`src/rtl/smes_pkg.sv`:
```
// shared types and constants for the sparse matrix element store
// no dependencies; imported by smes_cell, sparse_matrix_element_store and the testbench
package smes_pkg;

	localparam int KEY_W      = 32;
	localparam int VAL_W      = 64;
	localparam int IDX16_W    = 16;
	localparam int CNT_W      = 7;
	localparam int IN_DATA_W  = 96;
	localparam int OUT_DATA_W = 80;
	localparam int OUT_PAD_W  = OUT_DATA_W - (VAL_W + 1 + 2 + CNT_W);
	localparam int CFG_IDX_W  = 8;
	localparam int CFG_DATA_W = 64;

	localparam logic [1:0] STATUS_OK    = 2'd0;
	localparam logic [1:0] STATUS_RANGE = 2'd1;
	localparam logic [1:0] STATUS_FULL  = 2'd2;

	typedef enum logic [CFG_IDX_W-1:0] {
		REG_NUM_ROWS       = 8'd0,
		REG_NUM_COLUMNS    = 8'd1,
		REG_DEFAULT_VALUE  = 8'd2,
		REG_CAPACITY_LIMIT = 8'd3
	} cfg_reg_t;

	typedef enum logic [1:0] {
		ST_IDLE,
		ST_LOOK,
		ST_APPLY
	} state_t;

	// per-cell control from the sequencer
	typedef struct packed {
		logic occ;
		logic append;
		logic update;
		logic shift;
	} cell_ctrl_t;

endpackage

```
`src/rtl/smes_cell.sv`:
```
// one storage cell of the entry chain: a key/value pair and its key compare
// depends on smes_pkg
module smes_cell (
	input  logic                        clk,
	input  smes_pkg::cell_ctrl_t        ctrl,
	input  logic [smes_pkg::KEY_W-1:0]  query_key,
	input  logic [smes_pkg::KEY_W-1:0]  new_key,
	input  logic [smes_pkg::VAL_W-1:0]  new_value,
	input  logic [smes_pkg::KEY_W-1:0]  next_key,
	input  logic [smes_pkg::VAL_W-1:0]  next_value,
	output logic                        match,
	output logic [smes_pkg::KEY_W-1:0]  key,
	output logic [smes_pkg::VAL_W-1:0]  value
);
	import smes_pkg::*;

	logic [KEY_W-1:0] key_q;
	logic [VAL_W-1:0] value_q;

	always_ff @(posedge clk) begin
		if (ctrl.append) begin
			key_q   <= new_key;
			value_q <= new_value;
		end else if (ctrl.update) begin
			value_q <= new_value;
		end else if (ctrl.shift) begin
			// delete closes the gap: take the upper neighbor's entry
			key_q   <= next_key;
			value_q <= next_value;
		end
	end

	assign match = ctrl.occ && (key_q == query_key);
	assign key   = key_q;
	assign value = value_q;

endmodule

```
`config.mk`:
```
export PLATFORM = sky130hd
export DESIGN_NAME = smes_cell
export DESIGN_NICKNAME = d
export VERILOG_FILES = /design/src/rtl/smes_pkg.sv /design/src/rtl/smes_cell.sv
export SDC_FILE = /design/constraint.sdc
export NUM_CORES = 1
export LEC_CHECK = 0
export BUFFER_PORTS_ARGS = -buffer_cell sky130_fd_sc_hd__buf_2
export CAP_MARGIN = 30
export CORE_AREA = 2 2 128 130
export CTS_BUF_LIST = sky130_fd_sc_hd__clkbuf_16
export CTS_CLUSTER_DIAMETER = 30
export DETAILED_ROUTE_END_ITERATION = 6
export DIE_AREA = 0 0 130 132
export SYNTH_ARGS = -nofsm -noshare
export SYNTH_HDL_FRONTEND = slang
export SYNTH_SLANG_ARGS = --single-unit
```
`constraint.sdc`:
```
create_clock -name clk -period 3.03 [get_ports clk]
set_input_delay 0.606 -clock clk [delete_from_list [all_inputs] [get_ports clk]]
set_output_delay 0.606 -clock clk [all_outputs]
set_load 0.01 [all_outputs]
```
==> results by group <==
Outcome
  – Status: completed

STA
  – Final-report hold violation count: 0
  – Post-route clock period utilization: 86.03%
  – Normalized max-slew margin: between 40% and 50%
  – Measured slew at the worst slew-check pin: a little over 800 ps
  – Final-report max-slew violation count: 0
  – Fmax: roughly 0.38 GHz
  – Count of final setup violators: 0
  – Hold slack: between 500 and 600 ps
  – RSZ-0062 raised after global routing: false
  – Post-Route Setup TNS: 0 ps
  – Period minus WS final: between 2000 and 3000 ps
  – Worst Setup Slack, final: roughly 420 ps

Pwr
  – Total power of the final layout: about 3.4 mW
  – Static leakage power: a little under 3 nW
  – Power density cells: approximately 520 mW/mm²
  – Peak VDD IR: 0.0002206 V

Cells and area
  – Layout overhead on the synthesized area: 49.05%
  – Fill cell instance count of the final layout: approximately 1,500
  – Nets@finish: roughly 810
  – Share of the core filled with cells: about 42%
  – Diode insertion count for antenna repair: 0
  – Fraction of final layout cells with drive strength greater than 1: 75.25%

CTS
  – Setup Buffers After CTS: 0
  – Hold_buf cts: 0
  – H-tree depth: 3
  – TritonCTS clock tree: yes
  – Clock tree buffer depth: 2
  – Num CTS Buffers: 9
  – Master cell of the clock root buffer: sky130_fd_sc_hd__clkbuf_16
  – Clk sink count: 96
  – Post-CTS resize count: 0
  – Clock transition time at the flip-flop clock pins of the worst setup and hold paths: approximately 70 ps

Run
  – Number of violations of the max-capacitance limit: 0

Synth
  – Adder-cell share of the synthesized area: 0%
  – Most instantiated flip-flop cell in the synthesis netlist: sky130_fd_sc_hd__edfxtp_1
  – Parity-gate share of the synthesized area counting xor and xnor cells: under 10%
  – Asr flop ratio synth: 0%
  – Area fraction in compound gates after synthesis: less than 1%
  – Flops & latches, synth: 96
  – Synth warnings: 0
  – Post-synthesis instance area: roughly 0.0045 mm²
  – Share of cell area taken by muxes after synthesis: 24.24%
  – Net Count, Synth: 482
  – Count of flip-flops with a built-in enable after synthesis: 96
  – Fraction of the mapped netlist area in simple logic gates: 2.974%
  – Distinct cells, synth: 20
  – Mean cell area of the mapped netlist: 17.63 µm²
  – Sequential cell area fraction in the yosys report: approximately 65%
  – Main combinational cell family by area after synthesis: multiplexers
  – Mapped Cells: 253

Worst setup path
  – Maximum net fanout on the critical path: 2
  – Critical setup path kind: register to primary output
  – Data required time at the worst endpoint: around 2400 ps
  – Data arrival time of the critical path: about 2000 ps
  – Critical path launch point type: register
  – Crit end category: primary output

Floorplanning
  – Full die area: about 0.017 mm²
  – Core box area: roughly 0.016 mm²
  – Placement row count: 46
  – Effective utilization at floorplan: between 20% and 30%
  – Die span in y: about 130 µm
  – Horizontal die dimension: approximately 130 µm
  – Top-level port count: 326

Routing
  – Number of design-rule violations left by the first detailed-router iteration: around 130
  – Routed Wire Length: 13,130 µm
  – Drt via density: roughly 4.2
  – Wire length per cell: ~16 µm
  – DRC viols: 0
  – Count of antenna-violating nets left after detailed routing: 0
  – Drt first pass iters: 4
  – Vias: 3,417

Placed design
  – GPL Wtd Cong: 0.7391
  – Detail Placement HPWL: between 10,000 and 15,000 µm
  – Count of buffers from port buffering: around 330
  – Post-place setup slack: between 300 and 400 ps

GRT
  – Number of global-route vias before repair: ~3,600
  – Overall fraction of global-route tracks in use: ~15%
  – Number of antenna violations at the first check in global routing: 4
  – First-pass GRT wire length: about 19,000 µm
  – Aggregate global routing overflow: 0
  – Maximum number of pins on one net before global-route repair: 65

Worst hold path
  – Type of the most critical hold path: input port to register
cell usage after synthesis (2+ instances only):
library cell	n	area share, %
sky130_fd_sc_hd__inv_1	4	0.34
sky130_fd_sc_hd__nand4_1	2	0.28
sky130_fd_sc_hd__nor4_1	3	0.42
sky130_fd_sc_hd__mux2_2	91	23
sky130_fd_sc_hd__mux2_1	5	1.3
sky130_fd_sc_hd__edfxtp_1	96	65
sky130_fd_sc_hd__xor2_1	28	5.5
sky130_fd_sc_hd__buf_2	4	0.45
sky130_fd_sc_hd__nor4_2	4	1.1
sky130_fd_sc_hd__buf_4	6	1.0
metrics by stage:
| stage | cells | area, µm² |
|---|---|---|
| 3_3_place_gp | 790 | 6350 |
| 5_1_grt | 806 | 6646 |
| 3_5_place_dp | 790 | 6350 |
| 6_report | 806 | 6646 |
| 2_1_floorplan | 253 | 4459 |
| 4_1_cts | 806 | 6646 |
state kept, by name, indices dropped and copies added, names as in the netlist:
name,flops
value,64
key,32
layout make-up:
class	count	area (µm²)	share of cell area [%]
flip-flops and latches	96	2883	43.37
repair buffers	331	1684	25.34
multi-input cells	143	1498	22.53
well taps	216	270.3	4.066
clock buffers	9	225.2	3.389
clock inverters	7	71.32	1.073
inverters	4	15.01	0.2259
power breakdown:
group | internal (mW) | switching [mW] | total, mW | leakage [nW]
registers | 1.63 | 0.0591 | 1.69 | 0.985
clock network | 0.640 | 0.496 | 1.14 | 0.139
logic | 0.324 | 0.296 | 0.620 | 1.86
total | 2.59 | 0.850 | 3.44 | 2.98
layout by cell type (no fill, tap or decap), types with 2 or more instances in the layout:
cell and count:
sky130_fd_sc_hd__inv_1 4, sky130_fd_sc_hd__nor4_1 3, sky130_fd_sc_hd__xor2_1 28, sky130_fd_sc_hd__buf_2 325
sky130_fd_sc_hd__nand4_1 2, sky130_fd_sc_hd__clkinvlp_4 2, sky130_fd_sc_hd__buf_4 5, sky130_fd_sc_hd__mux2_1 5
sky130_fd_sc_hd__nor4_2 4, sky130_fd_sc_hd__clkbuf_16 9, sky130_fd_sc_hd__mux2_2 91, sky130_fd_sc_hd__edfxtp_1 96
per-layer routing:
| metal | up-vias | part of all wire, % | global-route usage (%) |
|---|---|---|---|
| met5 | - | 0.16 | 0 |
| li1 | 1643 | - | - |
| met2 | 220 | 50 | 26.73 |
| met4 | 4 | 1.5 | 5.257 |
| met3 | 17 | 10 | 5.276 |
| met1 | 1533 | 38 | 16.41 |
worst max-delay path, cell delays in order (launching register included):
cell and delay (ps):
sky130_fd_sc_hd__edfxtp_1 430, sky130_fd_sc_hd__xor2_1 170, sky130_fd_sc_hd__nor4_2 300, sky130_fd_sc_hd__nand4_1 230, sky130_fd_sc_hd__nor4b_2 350, sky130_fd_sc_hd__buf_2 180
path summary, 6_finish.rpt:
kind,start,to,slack (ps),cells past startpoint
worst max-delay path,key[22],match,420,5
worst min-delay path,new_value[39],value[39],540,2
kinds of logic (layout without fill, tap and decap cells):
logic type,after synthesis,after routing
AO/OA/AOI/OAI,4,4
multiplexers,96,96
XOR/XNOR,29,29
AND/OR/NAND/NOR,14,14
buffers and inverters,14,351
flip-flops,96,96
No activity file was read; power rests on OpenSTA's default activity.
